### config.mk
export PLATFORM = sky130hd
export DESIGN_NAME = dwvs_lane
export DESIGN_NICKNAME = d
export VERILOG_FILES = /design/src/rtl/core/dwvs_pkg.sv /design/src/rtl/core/dwvs_lane.sv
export SDC_FILE = /design/constraint.sdc
export NUM_CORES = 2
export LEC_CHECK = 0
export BUFFER_PORTS_ARGS = -buffer_cell sky130_fd_sc_hd__buf_2
export CELL_PAD_IN_SITES_DETAIL_PLACEMENT = 0
export CELL_PAD_IN_SITES_GLOBAL_PLACEMENT = 1
export CORE_MARGIN = 5
export CORE_UTILIZATION = 49
export DETAILED_ROUTE_END_ITERATION = 10
export HOLD_SLACK_MARGIN = 0.02
export PLACE_DENSITY = 0.95
export SLEW_MARGIN = 20
export SYNTH_ARGS = -nofsm -noshare
export SYNTH_HDL_FRONTEND = slang
export SYNTH_SLANG_ARGS = --single-unit
### constraint.sdc
create_clock -name clk -period 26.2 [get_ports clk]
set_input_delay 1.31 -clock clk [delete_from_list [all_inputs] [get_ports clk]]
set_output_delay 1.31 -clock clk [all_outputs]
set_load 0.1 [all_outputs]
### src/rtl/core/dwvs_pkg.sv
// Package: shared types, codes and constants of the dual wheel velocity servo.
`timescale 1ns / 1ps
package dwvs_pkg;

	localparam int WHEEL_COUNT = 2;
	localparam int KIND_COUNT  = 15;
	localparam int CPL_COUNT   = 6;
	localparam logic [31:0] WDOG_RESET_LIMIT = 32'd100;

	// Coefficient kinds, in write code order
	localparam int K_KI         = 0;
	localparam int K_KV         = 1;
	localparam int K_FR_PLUS    = 2;
	localparam int K_FR_WPLUS   = 3;
	localparam int K_FR_MINUS   = 4;
	localparam int K_FR_WMINUS  = 5;
	localparam int K_PI_KP      = 6;
	localparam int K_PI_KI      = 7;
	localparam int K_PWM_MAX    = 8;
	localparam int K_PWM_MIN    = 9;
	localparam int K_TOQ_MAX    = 10;
	localparam int K_TOQ_MIN    = 11;
	localparam int K_TOQ_OFFSET = 12;
	localparam int K_INT_MAX    = 13;
	localparam int K_INT_MIN    = 14;

	// Parameter write codes
	localparam logic [7:0] PC_TARGET    = 8'd0;
	localparam logic [7:0] PC_WHEEL_LO  = 8'd1;
	localparam logic [7:0] PC_WHEEL_HI  = 8'd6;
	localparam logic [7:0] PC_CPL_LO    = 8'd7;
	localparam logic [7:0] PC_CPL_HI    = 8'd12;
	localparam logic [7:0] PC_PI_LO     = 8'd13;
	localparam logic [7:0] PC_PI_HI     = 8'd21;
	localparam logic [7:0] PC_LEVEL     = 8'd22;
	localparam logic [7:0] PC_WDOG      = 8'd23;

	localparam logic [1:0] LVL_STOP  = 2'd0;
	localparam logic [1:0] LVL_HOLD  = 2'd1;
	localparam logic [1:0] LVL_TORQ  = 2'd2;
	localparam logic [1:0] LVL_VEL   = 2'd3;

	typedef struct packed {
		logic              mode;
		logic signed [15:0] speed_left;
		logic signed [15:0] speed_right;
		logic [7:0]        param_code;
		logic [7:0]        motor_index;
		logic signed [31:0] param_value;
	} cmd_t;

	typedef struct packed {
		logic signed [31:0] pwm_left;
		logic signed [31:0] pwm_right;
		logic              drive_written;
		logic [1:0]        level_now;
		logic              timed_out;
	} res_t;

	typedef enum logic [3:0] {
		OP_NONE, OP_ERR, OP_MKP, OP_MKI, OP_SUM,
		OP_FRIC, OP_COMP, OP_CLIP, OP_MKT, OP_MKV, OP_DIV, OP_PWM
	} lane_op_t;

	typedef enum logic [2:0] {
		MG_NONE, MG_P1, MG_P2, MG_P3, MG_SUM
	} mrg_op_t;

	typedef struct packed {
		lane_op_t op;
		logic     level3;
		logic     integ_clr;
		logic     drive_clr;
	} lane_ctl_t;

	typedef logic [KIND_COUNT-1:0][31:0] lane_coef_t;

endpackage

### src/rtl/core/dwvs_lane.sv
// Module: per-wheel servo lane (PI, friction, torque clip, PWM conversion).
`timescale 1ns / 1ps
module dwvs_lane (
	input  logic                     clk,
	input  logic                     arst_n,
	input  dwvs_pkg::lane_ctl_t      ctl,
	input  dwvs_pkg::lane_coef_t     coef,
	input  logic [31:0]              spd,
	input  logic [31:0]              tgt,
	input  logic [31:0]              diff,
	input  logic [31:0]              toq_in,
	output logic [31:0]              s_out,
	output logic [31:0]              drive
);

	logic [31:0] integ_q, drive_q;
	logic [31:0] err_q, m_q, acc_q, toq_q, s_q;
	logic [31:0] err_c, integ_sum, integ_c1, integ_c2;
	logic [31:0] comp_c, clip_c1, clip_c2, div_in, div_c, hi_c, lo_c, pwm_c1, pwm_c2;
	logic [63:0] prod_c;
	logic [31:0] mul_a, mul_b;
	logic        spd_pos, spd_neg;

	assign spd_pos = ($signed(spd) > 0);
	assign spd_neg = spd[31];

	// Integrator update with clamp, max first then min
	always_comb begin
		err_c     = tgt - spd;
		integ_sum = integ_q + err_c;
		integ_c1  = ($signed(integ_sum) > $signed(coef[dwvs_pkg::K_INT_MAX])) ?
			coef[dwvs_pkg::K_INT_MAX] : integ_sum;
		integ_c2  = ($signed(integ_c1) < $signed(coef[dwvs_pkg::K_INT_MIN])) ?
			coef[dwvs_pkg::K_INT_MIN] : integ_c1;
	end

	// Select the operands of the one lane multiplier
	always_comb begin
		mul_a = '0;
		mul_b = '0;
		case (ctl.op)
			dwvs_pkg::OP_MKP: begin mul_a = err_q; mul_b = coef[dwvs_pkg::K_PI_KP]; end
			dwvs_pkg::OP_MKI: begin mul_a = integ_q; mul_b = coef[dwvs_pkg::K_PI_KI]; end
			dwvs_pkg::OP_FRIC: begin
				mul_a = spd_neg ? (32'd0 - spd) : spd;
				mul_b = spd_neg ? coef[dwvs_pkg::K_FR_WMINUS] : coef[dwvs_pkg::K_FR_WPLUS];
			end
			dwvs_pkg::OP_MKT: begin mul_a = toq_q; mul_b = coef[dwvs_pkg::K_KI]; end
			dwvs_pkg::OP_MKV: begin mul_a = spd; mul_b = coef[dwvs_pkg::K_KV]; end
			default: ;
		endcase
		prod_c = mul_a * mul_b;
	end

	// Friction and offset compensation, torque clip, PWM conversion and clip
	always_comb begin
		if (spd_pos)
			comp_c = toq_q + m_q + coef[dwvs_pkg::K_FR_PLUS] + coef[dwvs_pkg::K_TOQ_OFFSET];
		else if (spd_neg)
			comp_c = toq_q - (m_q + coef[dwvs_pkg::K_FR_MINUS]) + coef[dwvs_pkg::K_TOQ_OFFSET];
		else
			comp_c = toq_q + coef[dwvs_pkg::K_TOQ_OFFSET];
		clip_c1 = ($signed(toq_q) >= $signed(coef[dwvs_pkg::K_TOQ_MAX])) ?
			coef[dwvs_pkg::K_TOQ_MAX] : toq_q;
		clip_c2 = ($signed(clip_c1) <= $signed(coef[dwvs_pkg::K_TOQ_MIN])) ?
			coef[dwvs_pkg::K_TOQ_MIN] : clip_c1;
		div_in = acc_q + m_q;
		div_c  = div_in[31] ? (32'd0 - ((32'd0 - div_in) >> 16)) : (div_in >> 16);
		hi_c   = coef[dwvs_pkg::K_PWM_MAX] - 32'd1;
		lo_c   = coef[dwvs_pkg::K_PWM_MIN] + 32'd1;
		pwm_c1 = ($signed(acc_q) > $signed(hi_c)) ? hi_c : acc_q;
		pwm_c2 = ($signed(pwm_c1) < $signed(lo_c)) ? lo_c : pwm_c1;
	end

	// Datapath registers, advanced by the op code
	always_ff @(posedge clk) begin
		case (ctl.op)
			dwvs_pkg::OP_ERR: err_q <= err_c;
			dwvs_pkg::OP_MKP: m_q <= prod_c[31:0];
			dwvs_pkg::OP_MKI: begin acc_q <= m_q; m_q <= prod_c[31:0]; end
			dwvs_pkg::OP_SUM: s_q <= acc_q + m_q + diff;
			dwvs_pkg::OP_FRIC: begin
				toq_q <= ctl.level3 ? toq_in : 32'd0;
				m_q   <= prod_c[31:0];
			end
			dwvs_pkg::OP_COMP: toq_q <= comp_c;
			dwvs_pkg::OP_CLIP: toq_q <= clip_c2;
			dwvs_pkg::OP_MKT: m_q <= prod_c[31:0];
			dwvs_pkg::OP_MKV: begin acc_q <= m_q; m_q <= prod_c[31:0]; end
			dwvs_pkg::OP_DIV: acc_q <= div_c;
			default: ;
		endcase
	end

	// Integrator and drive state
	always_ff @(posedge clk or negedge arst_n) begin
		if (!arst_n) begin
			integ_q <= '0;
			drive_q <= '0;
		end else begin
			if (ctl.integ_clr)
				integ_q <= '0;
			else if (ctl.op == dwvs_pkg::OP_ERR)
				integ_q <= integ_c2;
			if (ctl.drive_clr)
				drive_q <= '0;
			else if (ctl.op == dwvs_pkg::OP_PWM)
				drive_q <= pwm_c2;
		end
	end

	assign s_out = s_q;
	assign drive = drive_q;

endmodule

# [After elaboration in Yosys (flattened, before gate mapping)]
# Index checks and enable logic that the tools add are counted.
[word_totals] regBits=224 memories=0 ramBits=0 latch_bits=0 rom_bits=0 word_cells=68 output_inout_bits=64 in_bits=617
[op_classes] eq_ne=11 div_mod_pow=0 addsub=16 mux=20 n_reduce_logical=6 magnitude_cmp=7 multipliers=1 n_bitwise=0 shifts=0
[ops] operator="two-way mux 32 bit" n=16
[ops] operator="one-hot mux 32 bit (5 select lines)" n=2
[ops] operator="adder 32 bit" n=9
[ops] operator="one-hot mux 32 bit (3 select lines)" n=1
[ops] operator="> comparator 32 bit" n=2
[ops] operator="< comparator 32 bit" n=2
[ops] operator="one-hot mux 32 bit (2 select lines)" n=1
[ops] operator="subtractor 1 x 32 -> 32 bit, first input constant" n=2
[ops] operator="subtractor 32 bit" n=2
[ops] operator="adder 32 x 1 -> 32 bit, second input constant" n=1
[ops] operator=">= comparator 32 bit" n=1
[ops] operator="> comparator 32 x 1 -> 1 bit, second input constant" n=1
[ops] operator="<= comparator 32 bit" n=1
[ops] operator="multiplier 32 x 32 -> 32 bit" n=1
[ops] operator="subtractor 32 x 1 -> 32 bit, second input constant" n=1
[ops] operator="subtractor 1 x 16 -> 17 bit, first input constant" n=1
[ops] operator="== test 4 x 3 -> 1 bit, second input constant" n=4
[ops] operator="== test 4 bit, second input constant" n=4
[ops] operator="== test 4 x 2 -> 1 bit, second input constant" n=2
[ops] operator="nonzero test 2 bit" n=3
[ops] operator="OR reduction 5 bit" n=1
[ops] operator="== test 4 x 1 -> 1 bit, second input constant" n=1
[ops] operator="nonzero test 3 bit" n=1
[ops] operator="OR reduction 2 bit" n=1

# [Logic depth before layout (Yosys ltp)]
[logic_depth] depth_word=8 ltp_mapped=52 mapped_depth_nobuf=48

# [Least setup slack after synthesis]
# OpenSTA, ideal clock, no wires.
[synth_path] path_kind="input to register" start="in spd[2]" end="reg integ_q[16]" n_path_buf=4 arrival_ns=10.965 cell_stages=49 setup_time_ns=0.194 setup_slack_ns=15.041 required_time_ns=26.006 cell_sequence="inv_1 ha_1 nor2b_1 o21ai_0 a21boi_0 o211ai_1 a21boi_0 o41ai_1 o21ai_0 a21oi_1 xnor2_1 ha_1 a21oi_1 o21ai_0 a211o_1 a21o_1 or3_1 a211o_1 (+13 left out) clkbuf_1 clkbuf_1 nand2_1 o21ai_0 ha_1 a21o_1 a21o_1 a21oi_1 nor3_1 a2111oi_0 o21ai_0 a2111oi_0 a31oi_1 a41oi_1 buf_2 buf_2 mux2i_1 o22ai_1"
[synth_between] elab_chain_cells=8
[synth_rtl] element="start, declared" line_no="dwvs_lane.sv:8" rtl="input logic [31:0] spd,"
[synth_rtl] element="subtractor 32 bit *" line_no="dwvs_lane.sv:29" rtl="err_c = tgt - spd;"
[synth_rtl] element="named net err_c[20]" line_no="dwvs_lane.sv:18" rtl="logic [31:0] err_c, integ_sum, integ_c1, integ_c2;"
[synth_rtl] element="adder 32 bit *" line_no="dwvs_lane.sv:30" rtl="integ_sum = integ_q + err_c;"
[synth_rtl] element="> comparator 32 bit" line_no="dwvs_lane.sv:31" rtl="integ_c1 = ($signed(integ_sum) > $signed(coef[dwvs_pkg::K_INT_MAX])) ?"
[synth_rtl] element="two-way mux 32 bit *" line_no="dwvs_lane.sv:31"
[synth_rtl] element="< comparator 32 bit" line_no="dwvs_lane.sv:33" rtl="integ_c2 = ($signed(integ_c1) < $signed(coef[dwvs_pkg::K_INT_MIN])) ?"
[synth_rtl] element="two-way mux 32 bit *" line_no="dwvs_lane.sv:33"
[synth_rtl] element="two-way mux 32 bit *" line_no="dwvs_lane.sv:103" rtl="else if (ctl.op == dwvs_pkg::OP_ERR)"
[synth_rtl] element="two-way mux 32 bit *" line_no="dwvs_lane.sv:101" rtl="if (ctl.integ_clr)"
[synth_rtl] element="end signal, assigned" line_no="dwvs_lane.sv:104" rtl="integ_q <= integ_c2;"
[synth_rtl] element="end, declared" line_no="dwvs_lane.sv:16" rtl="logic [31:0] integ_q, drive_q;"
# Mark *: on every way through the listed nets, which the timed path passes. The rest lies on a longest branch. The select of a mux whose other input is x is not followed.
# A chain may end at the register's enable or synchronous reset.

# [Worst setup path in the final report]
[layout_path] start="in spd[0]" end="reg integ_q[31]"
# The elaborated chain is that of the path after synthesis.

==> reports/results.txt <==
Largest vdd supply drop: 0.0483 mV
Clk_lat worst skew: 640 ps
Worst-path clk slew: 60 ps
Fmax: 0.0763 GHz
Worst rel slew slack: 29.1%
Clk sinks: 224
First-pass GRT wire length: 288 mm
GPL Wtd Cong: 1.02
Die footprint: 106000 um2
RSZ-0062 raised after global routing: false
Crit path DAT: 13670 ps
H-tree Lvls: 1
# hold bufs at CTS: 0
Setup slack after layout: 13090 ps
Post-synth EDFFs: 160
Pwr dens: 55.7 nW/um2
Final Cycle Share: 50.0%
Vias in the first global route: 46900
Pre-CTS setup slack: 12660 ps
Final hold vios: 0
Synth Register Bits: 224
Syn_nets: 7450
Row cnt: 115
Asr flop ratio synth: 28.6%
Total congestion overflow: 0
Vias: 46100
Crit Path Max Fanout: 59
Synth Warn #: 0
Post-CTS Setup Bufs: 0
Internal power: 1.56 mW
Max incr delay on CP: 580 ps
Clock power frac: 15.9%
Clock tree buffer depth: 3
HP Class: flip-flop to flip-flop
Antenna viol nets, final: 0
Slew Viols, Final: 0
Crit Path Category: primary input to flip-flop
Hold Slack: 554 ps
Most common cell on crit path: o21ai_0
DP Area: 53600 um2
Synth Area per Inst: 8.46 um2
Flop pwr share: 16.2%
Max-Cap Viols: 0
Net switching power: 1.49 mW
Gr usage total: 35.6%
DR iter-0 viols: 4109
Startpoint class of the critical path: primary input
Sequential-to-total area share from yosys stat: 13.2%
WL final: 194 mm
CP Capture Type: flip-flop
Slowest-stage cell, CP: a21boi_0
CTS buffer count: 30
Final clock skew: 26.3 ps
Post-DR wirelength/cell: 25.3 um
Leak: 27.2 nW
Tmin final: 13110 ps
Initial antenna violation count: 30
Die W: 325 um
Area delta synth->final: 12.6%
Dominant synthesized flop cell: edfxtp_1
Power share of the combinational group: 67.8%
Final setup fails: 0
DRC viols: 0
Worst EP required: 26760 ps
Layout Nets: 8029
Status: completed
CORE AREA: 98600 um2
Chip height: 325 um
Io pins: 681
DRT Pass-1 Iters: 6
Synth cell types: 107
Switching Fraction: 48.9%
Total chip power: 3.06 mW
Layout cells sized above 1: 14.3%
TNS Setup: 0 ps
Tightest Pin Transition: 1060 ps
CTS tree: done
Cell area after synthesis: 48700 um2
Largest net degree at the start of global routing: 73
Post-CTS sizing: 0
Cells after synthesis: 5759
Clock Root Buffer: clkbuf_16
Post-DP HPWL: 160 mm
Vias per Instance: 6.00
Starting Density: 49.4%
Final Cell Area: 54900 um2
Port bufs: 680
[state kept, by name, summed over array words and instances (netlist names)]
register  count
toq_q        32
acc_q        32
drive        32
s_out        32
err_q        32
integ_q      32
m_q          32
[power by group through the flow]
stage               Sequential, mW  Combinational [mW]  Clock, mW
finish                       0.496                2.07      0.487
global route                 0.495                2.28      0.503
CTS                          0.494                2.04      0.490
global placement             0.500                2.00          0
floorplan                    0.512                1.43          0
detailed placement           0.501                2.02          0
[cell type report]
class,count,area (um2)
Fill cell,9134,43700
Multi-Input combinational cell,4495,38500
Sequential cell,224,6410
Timing Repair Buffer,754,3960
Inverter,833,3130
Tap cell,1287,1610
Clock buffer,33,762
Clock inverter,22,375
Antenna cell,31,77.6
[critical path: cells and delay by family]
family,cells,cell delay (ps)
compound gates,30,7180
xor+xnor,3,710
fa+ha+maj,5,1670
buf+inv,4,1360
mux,2,670
simple gates,5,730
[cell usage after synthesis (all sizes together) (53+ instances only)]
| cell type | number | area share [%] |
|---|---|---|
| buf | 54 | 0.58 |
| xnor2 | 256 | 4.6 |
| a31oi | 60 | 0.80 |
| edfxtp | 160 | 9.9 |
| nand4 | 60 | 0.77 |
| a21o | 182 | 2.8 |
| nand3 | 100 | 1.0 |
| a22oi | 71 | 1.1 |
| nor2 | 319 | 2.5 |
| dfrtp | 64 | 3.3 |
| fa | 537 | 22 |
| nand2 | 691 | 5.3 |
| and3 | 54 | 0.71 |
| nand2b | 73 | 0.95 |
| xor2 | 108 | 1.9 |
| a21oi | 327 | 3.4 |
| and2 | 53 | 0.68 |
| inv | 833 | 6.4 |
| nor3 | 86 | 0.92 |
| a211oi | 63 | 0.98 |
| ha | 537 | 14 |
| clkbuf | 153 | 1.2 |
| mux2i | 95 | 2.0 |
| o21ai | 247 | 2.5 |
[cells by family (layout without fill, tap and decap cells)]
kind of cell / count (synthesis) / after routing / synth area share [%]
and+or+nand+nor: 1639 / 1639 / 16.0
AOI/OAI and AO/OA: 1295 / 1295 / 17.6
adders and majority gates: 1074 / 1074 / 35.9
buffers and inverters: 1040 / 1642 / 8.17
xor gates and xnor gates: 366 / 366 / 6.65
DFF: 224 / 224 / 13.2
muxes: 121 / 121 / 2.55
other: 0 / 31 / 0
[metal layers]
layer  track usage (%)  part of all wire [%]  vias to the layer above
met4              20.2                   6.9                        6
met2              56.0                    44                     2526
met5                 0                 0.021                        -
li1                  -                     -                    20900
met3              10.4                    11                      549
met1              43.8                    38                    22100
[through the flow]
| step | cells | utilization (%) |
|---|---|---|
| 6_report | 7679 | 55.7 |
| 4_1_cts | 7648 | 55.6 |
| 3_3_place_gp | 7593 | 54.4 |
| 3_5_place_dp | 7593 | 54.4 |
| 5_1_grt | 7671 | 55.6 |
| 2_1_floorplan | 5759 | - |
[cells in the final DEF (no fill, tap or decap), types with 52 or more instances in the layout]
cell | Yosys | layout
and3_1 | 52 | 52
fa_1 | 537 | 537
xor2_1 | 108 | 108
inv_1 | 833 | 833
a21o_1 | 182 | 182
nand4_1 | 60 | 60
nor2_1 | 319 | 318
buf_4 | 4 | 76
xnor2_1 | 255 | 255
mux2i_1 | 95 | 94
o21ai_0 | 236 | 233
nand3_1 | 99 | 94
edfxtp_1 | 160 | 160
a31oi_1 | 59 | 57
a211oi_1 | 62 | 62
dfrtp_1 | 64 | 64
a21oi_1 | 326 | 326
buf_2 | 38 | 678
and2_1 | 52 | 52
a22oi_1 | 71 | 71
ha_1 | 537 | 537
nor3_1 | 82 | 80
nand2_1 | 690 | 690
nand2b_1 | 72 | 72
[worst paths after layout]
| kind | from | to | slack (ps) | cells after the start |
|---|---|---|---|---|
| max | spd[0] | integ_q[31]$_DFFE_PN0P_ | 13090 | 49 |
| min | drive[25]$_DFFE_PN0P_ | drive[25]$_DFFE_PN0P_ | 550 | 2 |
| max reg2reg | integ_q[1]$_DFFE_PN0P_ | integ_q[31]$_DFFE_PN0P_ | 16030 | 36 |
| min reg2reg | drive[25]$_DFFE_PN0P_ | drive[25]$_DFFE_PN0P_ | 550 | 2 |
| max in group asynchronous | arst_n | integ_q[3]$_DFFE_PN0P_ | 24560 | 2 |
| min in group asynchronous | arst_n | drive[27]$_DFFE_PN0P_ | 700 | 1 |
No activity file was read; power rests on OpenSTA's default activity.
