--- config.mk ---
export PLATFORM = sky130hd
export DESIGN_NAME = dwvs_merge
export DESIGN_NICKNAME = d
export VERILOG_FILES = /design/src/rtl/core/dwvs_pkg.sv /design/src/rtl/core/dwvs_merge.sv
export SDC_FILE = /design/constraint.sdc
export NUM_CORES = 2
export LEC_CHECK = 0
export BUFFER_PORTS_ARGS = -buffer_cell sky130_fd_sc_hd__buf_4
export CAP_MARGIN = 40
export CORE_UTILIZATION = 45
export CTS_BUF_LIST = sky130_fd_sc_hd__clkbuf_4
export DETAILED_ROUTE_END_ITERATION = 7
export HOLD_SLACK_MARGIN = 0.02
export PLACE_DENSITY = 0.65
export RECOVER_POWER = 50
export SYNTH_ARGS = -nofsm -noshare
export SYNTH_HDL_FRONTEND = slang
export SYNTH_SLANG_ARGS = --single-unit
--- constraint.sdc ---
create_clock -name clk -period 10.2 [get_ports clk]
set_clock_uncertainty 0.05 [all_clocks]
set_input_delay 0.51 -clock clk [delete_from_list [all_inputs] [get_ports clk]]
set_output_delay 0.51 -clock clk [all_outputs]
set_load 0.05 [all_outputs]
--- src/rtl/core/dwvs_pkg.sv ---
// Package: shared types, codes and constants of the dual wheel velocity servo.
`timescale 1ns / 1ps
package dwvs_pkg;

	localparam int WHEEL_COUNT = 2;
	localparam int KIND_COUNT  = 15;
	localparam int CPL_COUNT   = 6;
	localparam logic [31:0] WDOG_RESET_LIMIT = 32'd100;

	// Coefficient kinds, in write code order
	localparam int K_KI         = 0;
	localparam int K_KV         = 1;
	localparam int K_FR_PLUS    = 2;
	localparam int K_FR_WPLUS   = 3;
	localparam int K_FR_MINUS   = 4;
	localparam int K_FR_WMINUS  = 5;
	localparam int K_PI_KP      = 6;
	localparam int K_PI_KI      = 7;
	localparam int K_PWM_MAX    = 8;
	localparam int K_PWM_MIN    = 9;
	localparam int K_TOQ_MAX    = 10;
	localparam int K_TOQ_MIN    = 11;
	localparam int K_TOQ_OFFSET = 12;
	localparam int K_INT_MAX    = 13;
	localparam int K_INT_MIN    = 14;

	// Parameter write codes
	localparam logic [7:0] PC_TARGET    = 8'd0;
	localparam logic [7:0] PC_WHEEL_LO  = 8'd1;
	localparam logic [7:0] PC_WHEEL_HI  = 8'd6;
	localparam logic [7:0] PC_CPL_LO    = 8'd7;
	localparam logic [7:0] PC_CPL_HI    = 8'd12;
	localparam logic [7:0] PC_PI_LO     = 8'd13;
	localparam logic [7:0] PC_PI_HI     = 8'd21;
	localparam logic [7:0] PC_LEVEL     = 8'd22;
	localparam logic [7:0] PC_WDOG      = 8'd23;

	localparam logic [1:0] LVL_STOP  = 2'd0;
	localparam logic [1:0] LVL_HOLD  = 2'd1;
	localparam logic [1:0] LVL_TORQ  = 2'd2;
	localparam logic [1:0] LVL_VEL   = 2'd3;

	typedef struct packed {
		logic              mode;
		logic signed [15:0] speed_left;
		logic signed [15:0] speed_right;
		logic [7:0]        param_code;
		logic [7:0]        motor_index;
		logic signed [31:0] param_value;
	} cmd_t;

	typedef struct packed {
		logic signed [31:0] pwm_left;
		logic signed [31:0] pwm_right;
		logic              drive_written;
		logic [1:0]        level_now;
		logic              timed_out;
	} res_t;

	typedef enum logic [3:0] {
		OP_NONE, OP_ERR, OP_MKP, OP_MKI, OP_SUM,
		OP_FRIC, OP_COMP, OP_CLIP, OP_MKT, OP_MKV, OP_DIV, OP_PWM
	} lane_op_t;

	typedef enum logic [2:0] {
		MG_NONE, MG_P1, MG_P2, MG_P3, MG_SUM
	} mrg_op_t;

	typedef struct packed {
		lane_op_t op;
		logic     level3;
		logic     integ_clr;
		logic     drive_clr;
	} lane_ctl_t;

	typedef logic [KIND_COUNT-1:0][31:0] lane_coef_t;

endpackage

--- src/rtl/core/dwvs_merge.sv ---
// Module: cross-coupled feedforward merge of the two lane sums.
`timescale 1ns / 1ps
module dwvs_merge (
	input  logic                clk,
	input  dwvs_pkg::mrg_op_t   op,
	input  logic [31:0]         sa,
	input  logic [31:0]         sb,
	input  logic [31:0]         at0,
	input  logic [31:0]         at1,
	input  logic [dwvs_pkg::CPL_COUNT-1:0][31:0] cpl,
	output logic [31:0]         toq0,
	output logic [31:0]         toq1
);

	logic [31:0] a0, b0, a1, b1;
	logic [63:0] p0_c, p1_c;
	logic [31:0] p0_q, p1_q, acc0_q, acc1_q, toq0_q, toq1_q;
	logic [31:0] sum0, sum1;

	// Pick one product per wheel for this step
	always_comb begin
		a0 = '0; b0 = '0; a1 = '0; b1 = '0;
		case (op)
			dwvs_pkg::MG_P1: begin a0 = sa; b0 = cpl[0]; a1 = sb; b1 = cpl[1]; end
			dwvs_pkg::MG_P2: begin a0 = sb; b0 = cpl[2]; a1 = sa; b1 = cpl[3]; end
			dwvs_pkg::MG_P3: begin a0 = at0; b0 = cpl[4]; a1 = at1; b1 = cpl[5]; end
			default: ;
		endcase
		p0_c = a0 * b0;
		p1_c = a1 * b1;
		sum0 = acc0_q + p0_q;
		sum1 = acc1_q + p1_q;
	end

	// Accumulate, then shift right by 8 arithmetically
	always_ff @(posedge clk) begin
		case (op)
			dwvs_pkg::MG_P1: begin
				p0_q <= p0_c[31:0]; p1_q <= p1_c[31:0];
				acc0_q <= '0; acc1_q <= '0;
			end
			dwvs_pkg::MG_P2, dwvs_pkg::MG_P3: begin
				p0_q <= p0_c[31:0]; p1_q <= p1_c[31:0];
				acc0_q <= sum0; acc1_q <= sum1;
			end
			dwvs_pkg::MG_SUM: begin
				toq0_q <= {{8{sum0[31]}}, sum0[31:8]};
				toq1_q <= {{8{sum1[31]}}, sum1[31:8]};
			end
			default: ;
		endcase
	end

	assign toq0 = toq0_q;
	assign toq1 = toq1_q;

endmodule

### After elaboration in Yosys (flattened, before gate mapping)

Cells that the tools add are included.

| operators by class | value |
|---|---|
| equality and inequality tests | 4 |
| multiply operators | 2 |
| reductions and logical operators | 3 |
| muxes and demuxes | 6 |
| add/sub/neg operators | 2 |

Operator list:

| cell | count |
|---|---|
| one-hot mux 32 bit (3 select lines) | 4 |
| one-hot mux 32 bit (2 select lines) | 2 |
| adder 32 bit | 2 |
| multiplier 32 x 32 -> 32 bit | 2 |
| equality test 3 x 2 -> 1 bit, second input constant | 2 |
| equality test 3 x 1 -> 1 bit, second input constant | 1 |
| equality test 3 bit, second input constant | 1 |
| OR reduction 3 bit | 1 |
| nonzero test 2 bit | 1 |
| OR reduction 2 bit | 1 |

| word-level totals | value |
|---|---|
| register bits | 176 |
| input bits | 324 |
| output and inout bits | 64 |

### Longest topological paths before layout

| depth | value |
|---|---|
| depth after elaboration | 3 |
| depth in mapped cells | 38 |

### Worst setup path after synthesis

Ideal clock, no wire load.

| path | value |
|---|---|
| kind | input to register |
| start point | input op[2] |
| end point | register p1_q[31] (data pin) |
| slack | 1.335 ns |
| buffers on the path | 7 |
| data required time | 9.891 ns |
| data arrival time | 8.556 ns |
| stages | 31 |
| cells stage by stage | buf_2 > clkbuf_1 > clkbuf_1 > clkbuf_1 > clkbuf_1 > a211o_1 > clkbuf_1 > clkbuf_1 > nor2_1 > fa_1 > inv_1 > fa_1 > fa_1 > fa_1 > inv_1 > fa_1 > fa_1 > fa_1 > fa_1 > ha_1 > a21o_1 > a21o_1 > a21oi_1 > o21ai_0 > a211o_1 > a41o_1 > a41o_1 > o21ai_0 > nand2b_1 > a21oi_1 > xnor2_1 |

| between the ends | value |
|---|---|
| longest elaborated chain between the ends | 3 |
| elaborated cells on any way between the ends | 6 |
| those cells by class | 1 x mul; 3 x eq/ne; 2 x mux |

RTL lines:

| item | RTL line | text |
|---|---|---|
| from (decl) | dwvs_merge.sv:5 | `input dwvs_pkg::mrg_op_t op,` |
| equality test 3 x 2 -> 1 bit / equality test 3 x 1 -> 1 bit (equally long branches) | dwvs_merge.sv:23 | `case (op)` |
| one-hot mux 32 bit (3 select lines) | dwvs_merge.sv:23 |  |
| multiplier 32 x 32 -> 32 bit * | dwvs_merge.sv:30 | `p1_c = a1 * b1;` |
| net p1_c[31] | dwvs_merge.sv:16 | `logic [63:0] p0_c, p1_c;` |
| to (signal assigned) | dwvs_merge.sv:39 | `p0_q <= p0_c[31:0]; p1_q <= p1_c[31:0];` |
| to (signal assigned) | dwvs_merge.sv:43 | `p0_q <= p0_c[31:0]; p1_q <= p1_c[31:0];` |
| to (decl) | dwvs_merge.sv:17 | `logic [31:0] p0_q, p1_q, acc0_q, acc1_q, toq0_q, toq1_q;` |

The timed path passes the listed nets; every way through them passes the cells marked *.
A chain may end at the register's enable or synchronous reset.

### Final worst setup path

Same ends and word-level chain as after synthesis.

==> impl_metrics.xml <==
<?xml version="1.0" encoding="UTF-8"?>
<metrics>
  <group name="grt">
    <metric name="grtUsageMet1" unit="%">40.4</metric>
    <metric name="first_global_vias" unit="">36018</metric>
    <metric name="grt.busiest_layer" unit="">met2</metric>
    <metric name="globalRouteMet2Util" unit="%">48.2</metric>
    <metric name="overflow" unit="">0</metric>
    <metric name="groute.layer.met3.usage" unit="%">7.87</metric>
    <metric name="antenna_violations_before_repair" unit="">15</metric>
    <metric name="grt_max_degree" unit="">103</metric>
    <metric name="grt_first_pass_wirelength" unit="mm">223</metric>
    <metric name="grt_usage" unit="%">31.6</metric>
  </group>
  <group name="clock_tree">
    <metric name="post_cts.repair.setup_buffers" unit="">0</metric>
    <metric name="cts-buffers-inserted" unit="">17</metric>
    <metric name="cts_hold_buf" unit="">0</metric>
    <metric name="post_cts_resize_count" unit="">0</metric>
    <metric name="clock-sinks" unit="">176</metric>
    <metric name="worstSkewPairLatency" unit="ns">0.64</metric>
    <metric name="ctsHtreeMaxLevel" unit="">4</metric>
    <metric name="clock_tree.buffer_depth" unit="">2</metric>
    <metric name="cts-root-buf" unit="">sky130_fd_sc_hd__clkbuf_4</metric>
    <metric name="clk_pin_slew_worst_paths" unit="ns">0.18</metric>
    <metric name="tritoncts" unit="">done</metric>
  </group>
  <group name="placement">
    <metric name="port_buffers" unit="">387</metric>
    <metric name="hpwl" unit="mm">124</metric>
    <metric name="detailed_place.area" unit="sq um">47500</metric>
    <metric name="gp_congestion" unit="">1.03</metric>
    <metric name="dp_slack" unit="ns">0.953</metric>
  </group>
  <group name="final_layout">
    <metric name="final_nets" unit="">6501</metric>
    <metric name="post_route_cells_drive_above_1_share" unit="%">12.3</metric>
    <metric name="cell_area_after_layout" unit="sq um">47500</metric>
    <metric name="fillCellCount" unit="">8905</metric>
    <metric name="areaGrowthSynthToFinish" unit="%">11.2</metric>
  </group>
  <group name="synthesis">
    <metric name="ys_ff_latch" unit="">176</metric>
    <metric name="synth_top_cells_by_count" unit="">886 x sky130_fd_sc_hd__inv_1, 818 x sky130_fd_sc_hd__fa_1, 650 x sky130_fd_sc_hd__nand2_1</metric>
    <metric name="yosysTopAreaCell" unit="">sky130_fd_sc_hd__fa_1</metric>
    <metric name="synth_edf_count" unit="">176</metric>
    <metric name="synth_area" unit="sq um">42800</metric>
    <metric name="ys_top_cells_by_area" unit="">sky130_fd_sc_hd__fa_1 38%, sky130_fd_sc_hd__edfxtp_1 12%, sky130_fd_sc_hd__ha_1 9.0%</metric>
    <metric name="synthesis.instances" unit="">4715</metric>
    <metric name="yosys_most_used_dff" unit="">sky130_fd_sc_hd__edfxtp_1</metric>
    <metric name="synth_seq_area_share" unit="%">12.4</metric>
    <metric name="netlist.area_leader.share" unit="%">38.3</metric>
    <metric name="async_flop_share" unit="%">0</metric>
    <metric name="synth-warning-count" unit="">0</metric>
    <metric name="synth_fp_nets" unit="">6165</metric>
    <metric name="yosys.cell_count.top_type" unit="">sky130_fd_sc_hd__inv_1</metric>
    <metric name="netlist-cell-type-count" unit="">63</metric>
    <metric name="postSynthAreaPerCell" unit="sq um">9.07</metric>
  </group>
  <group name="power_and_ir_drop">
    <metric name="power.share.combinational" unit="%">73.6</metric>
    <metric name="net-switching-power" unit="W">0.00306</metric>
    <metric name="leakage" unit="nW">22.5</metric>
    <metric name="power_report.internal_total" unit="W">0.00303</metric>
    <metric name="switching_share" unit="%">50.3</metric>
    <metric name="power" unit="W">0.00609</metric>
    <metric name="power.density" unit="nW/um^2">128</metric>
    <metric name="seq_power_share" unit="%">19.7</metric>
    <metric name="maximum_vdd_drop" unit="mV">0.112</metric>
    <metric name="pwr-share-clk" unit="%">6.6</metric>
  </group>
  <group name="floorplanning">
    <metric name="std_cell_rows" unit="">112</metric>
    <metric name="start_util" unit="%">45.6</metric>
    <metric name="dieWidth" unit="um">310</metric>
    <metric name="design.die.area" unit="sq um">96300</metric>
    <metric name="core_area" unit="sq um">93700</metric>
    <metric name="floorplan.die.height" unit="um">310</metric>
    <metric name="io_pins" unit="">388</metric>
  </group>
  <group name="detailed_routing">
    <metric name="drt_first_pass_iters" unit="">8</metric>
    <metric name="dr_total_vias" unit="">35229</metric>
    <metric name="drt-wirelength-per-cell" unit="um">23.6</metric>
    <metric name="drt_iter0_drc" unit="">3115</metric>
    <metric name="vias_per_cell" unit="">5.57</metric>
    <metric name="ant_nets" unit="">0</metric>
    <metric name="drcViolationCount" unit="">2</metric>
    <metric name="finalWirelength" unit="mm">149</metric>
  </group>
  <group name="critical_path">
    <metric name="endpoint_kind" unit="">register</metric>
    <metric name="cp_data_arrival_time" unit="ns">9.50</metric>
    <metric name="reg2reg_depth" unit="">12</metric>
    <metric name="worst_setup_path_startpoint" unit="">op[2]</metric>
    <metric name="timing.rr.start" unit="">p1_q[1]</metric>
    <metric name="timing.reg2reg.setup_slack" unit="ns">6.25</metric>
    <metric name="worst-endpoint-required" unit="ns">10.58</metric>
    <metric name="critical_path.reg2reg.endpoint" unit="">acc1_q[31]</metric>
    <metric name="path_max_fanout" unit="">37</metric>
    <metric name="timing_worst_setup_path_type" unit="">input pin to register</metric>
    <metric name="critPathLaunchType" unit="">input pin</metric>
  </group>
  <group name="flow_run">
    <metric name="maxCapViolCount" unit="">3</metric>
  </group>
  <group name="status">
    <metric name="outcome" unit="">finished with violations</metric>
    <metric name="failing_checks" unit="">DRC, capacitance limit, slew limit</metric>
  </group>
  <group name="sta">
    <metric name="timing.final.crit_share" unit="%">89.4</metric>
    <metric name="grt_setup_unrepaired" unit="">false</metric>
    <metric name="finalHoldWorstSlack" unit="ns">0.616</metric>
    <metric name="max_slew_margin" unit="%">-110</metric>
    <metric name="worst_slew_pin_slew" unit="ns">3.15</metric>
    <metric name="slew_viol_final" unit="">143</metric>
    <metric name="hold_violations" unit="">0</metric>
    <metric name="setup_total_negative_slack" unit="ns">0</metric>
    <metric name="min_period" unit="ns">9.12</metric>
    <metric name="final-setup-viol-count" unit="">0</metric>
    <metric name="achievable-frequency" unit="MHz">110</metric>
    <metric name="fin_ws" unit="ns">1.08</metric>
  </group>
  <group name="min_path">
    <metric name="hold_end" unit="">acc0_q[0]</metric>
    <metric name="hold_path_class" unit="">register to register</metric>
    <metric name="min_path_cells" unit="">2</metric>
    <metric name="min-delay-start" unit="">acc0_q[0]</metric>
  </group>
</metrics>
## cells by family after synthesis
logic type                 Yosys count  share of synthesized area, %
and+or+nand+nor                   1454                          14.1
adders and majority gates         1126                          47.3
muxes                              129                          3.25
xor gates and xnor gates           227                          4.67
DFF                                176                          12.4
buffers and inverters             1097                          10.1
AOI/OAI and AO/OA                  506                          8.28
## routing by layer
layer  up-vias  wire [um]
li1      15246          -
met4        12      11100
met5         -         64
met2      1948      64700
met3       455      16200
met1     17568      57300
## worst max-delay path by stage
| stage | end | slack [ns] | cells past startpoint |
|---|---|---|---|
| final | p1_q[31] | 1.08 | 28 |
| after global routing | p1_q[30] | 0.83 | 25 |
| after CTS | p1_q[31] | 1.71 | 31 |
| after detailed placement | p1_q[31] | 0.95 | 31 |
| after global placement | p1_q[31] | 1.09 | 31 |
| after floorplan | p1_q[31] | 1.33 | 31 |
## power by group through the flow
stage                     Clock (W)  Combinational [W]  Sequential (W)
after CTS                  0.000427            0.00450         0.00120
final                      0.000405            0.00449         0.00120
after detailed placement          0            0.00447         0.00122
after floorplan                   0            0.00296         0.00131
after global placement            0            0.00439         0.00122
after global routing       0.000450            0.00495         0.00122
## cell type report
type | count | area [sq um] | area share, %
Clock inverter | 15 | 165 | 0.347
Sequential cell | 176 | 5290 | 11.1
Clock buffer | 17 | 128 | 0.268
Tap cell | 1254 | 1570 | 3.30
Inverter | 886 | 3330 | 6.99
Multi-Input combinational cell | 3442 | 33200 | 69.9
Timing Repair Buffer | 528 | 3850 | 8.09
Antenna cell | 5 | 12.5 | 0.0263
## worst max-delay path, stage by stage
cell and delay, ns:
sky130_fd_sc_hd__buf_6 0.14, sky130_fd_sc_hd__inv_1 1.12, sky130_fd_sc_hd__nand2_1 1.04, sky130_fd_sc_hd__nor2_1 0.35
sky130_fd_sc_hd__fa_1 0.49, sky130_fd_sc_hd__fa_1 0.51, sky130_fd_sc_hd__fa_1 0.51, sky130_fd_sc_hd__inv_1 0.05
sky130_fd_sc_hd__fa_1 0.51, sky130_fd_sc_hd__inv_1 0.06, sky130_fd_sc_hd__fa_1 0.50, sky130_fd_sc_hd__inv_1 0.06
sky130_fd_sc_hd__fa_1 0.53, sky130_fd_sc_hd__inv_1 0.05, sky130_fd_sc_hd__fa_1 0.38, sky130_fd_sc_hd__fa_1 0.40
sky130_fd_sc_hd__ha_1 0.38, sky130_fd_sc_hd__a21o_1 0.18, sky130_fd_sc_hd__a21o_1 0.16, sky130_fd_sc_hd__a21oi_1 0.17
sky130_fd_sc_hd__o21ai_0 0.11, sky130_fd_sc_hd__a211o_1 0.27, sky130_fd_sc_hd__a41o_1 0.22, sky130_fd_sc_hd__a41o_1 0.25
sky130_fd_sc_hd__o21ai_0 0.15, sky130_fd_sc_hd__nand2b_1 0.07, sky130_fd_sc_hd__a21oi_1 0.17, sky130_fd_sc_hd__xnor2_1 0.09
## flip-flops by register name (all words and copies together), names as in the netlist
register  count
p0_q         32
acc0_q       32
toq1         24
p1_q         32
toq0         24
acc1_q       32
## layout by cell type, fill, tap and decap left out, types with 9 or more instances in the layout
master,n
sky130_fd_sc_hd__ha_1,308
sky130_fd_sc_hd__a211oi_2,21
sky130_fd_sc_hd__a31oi_1,10
sky130_fd_sc_hd__xor2_1,46
sky130_fd_sc_hd__a211o_1,33
sky130_fd_sc_hd__inv_1,886
sky130_fd_sc_hd__or2_2,18
sky130_fd_sc_hd__a221o_1,9
sky130_fd_sc_hd__o21bai_1,15
sky130_fd_sc_hd__a211oi_1,32
sky130_fd_sc_hd__a21o_1,72
sky130_fd_sc_hd__xnor2_1,180
sky130_fd_sc_hd__a32oi_1,11
sky130_fd_sc_hd__nand3_1,12
sky130_fd_sc_hd__o21a_1,14
sky130_fd_sc_hd__nor2b_1,14
sky130_fd_sc_hd__clkbuf_4,17
sky130_fd_sc_hd__mux2_2,77
sky130_fd_sc_hd__nor2_1,574
sky130_fd_sc_hd__nor3_1,29
sky130_fd_sc_hd__buf_4,443
sky130_fd_sc_hd__nand2b_1,18
sky130_fd_sc_hd__a32o_1,10
sky130_fd_sc_hd__clkbuf_1,68
sky130_fd_sc_hd__fa_1,818
sky130_fd_sc_hd__mux2i_1,52
sky130_fd_sc_hd__edfxtp_1,176
sky130_fd_sc_hd__a21oi_1,165
sky130_fd_sc_hd__a22oi_1,20
sky130_fd_sc_hd__and2_1,97
sky130_fd_sc_hd__and4_1,9
sky130_fd_sc_hd__o21ai_0,40
sky130_fd_sc_hd__nand2_1,650
## through the flow
stage	util (%)	instances
6_report	50.7	6323
5_1_grt	50.7	6322
4_1_cts	51.0	6318
3_5_place_dp	50.7	6286
3_3_place_gp	50.5	6276
2_1_floorplan	-	4715
Power figures use the tool's default switching activity.
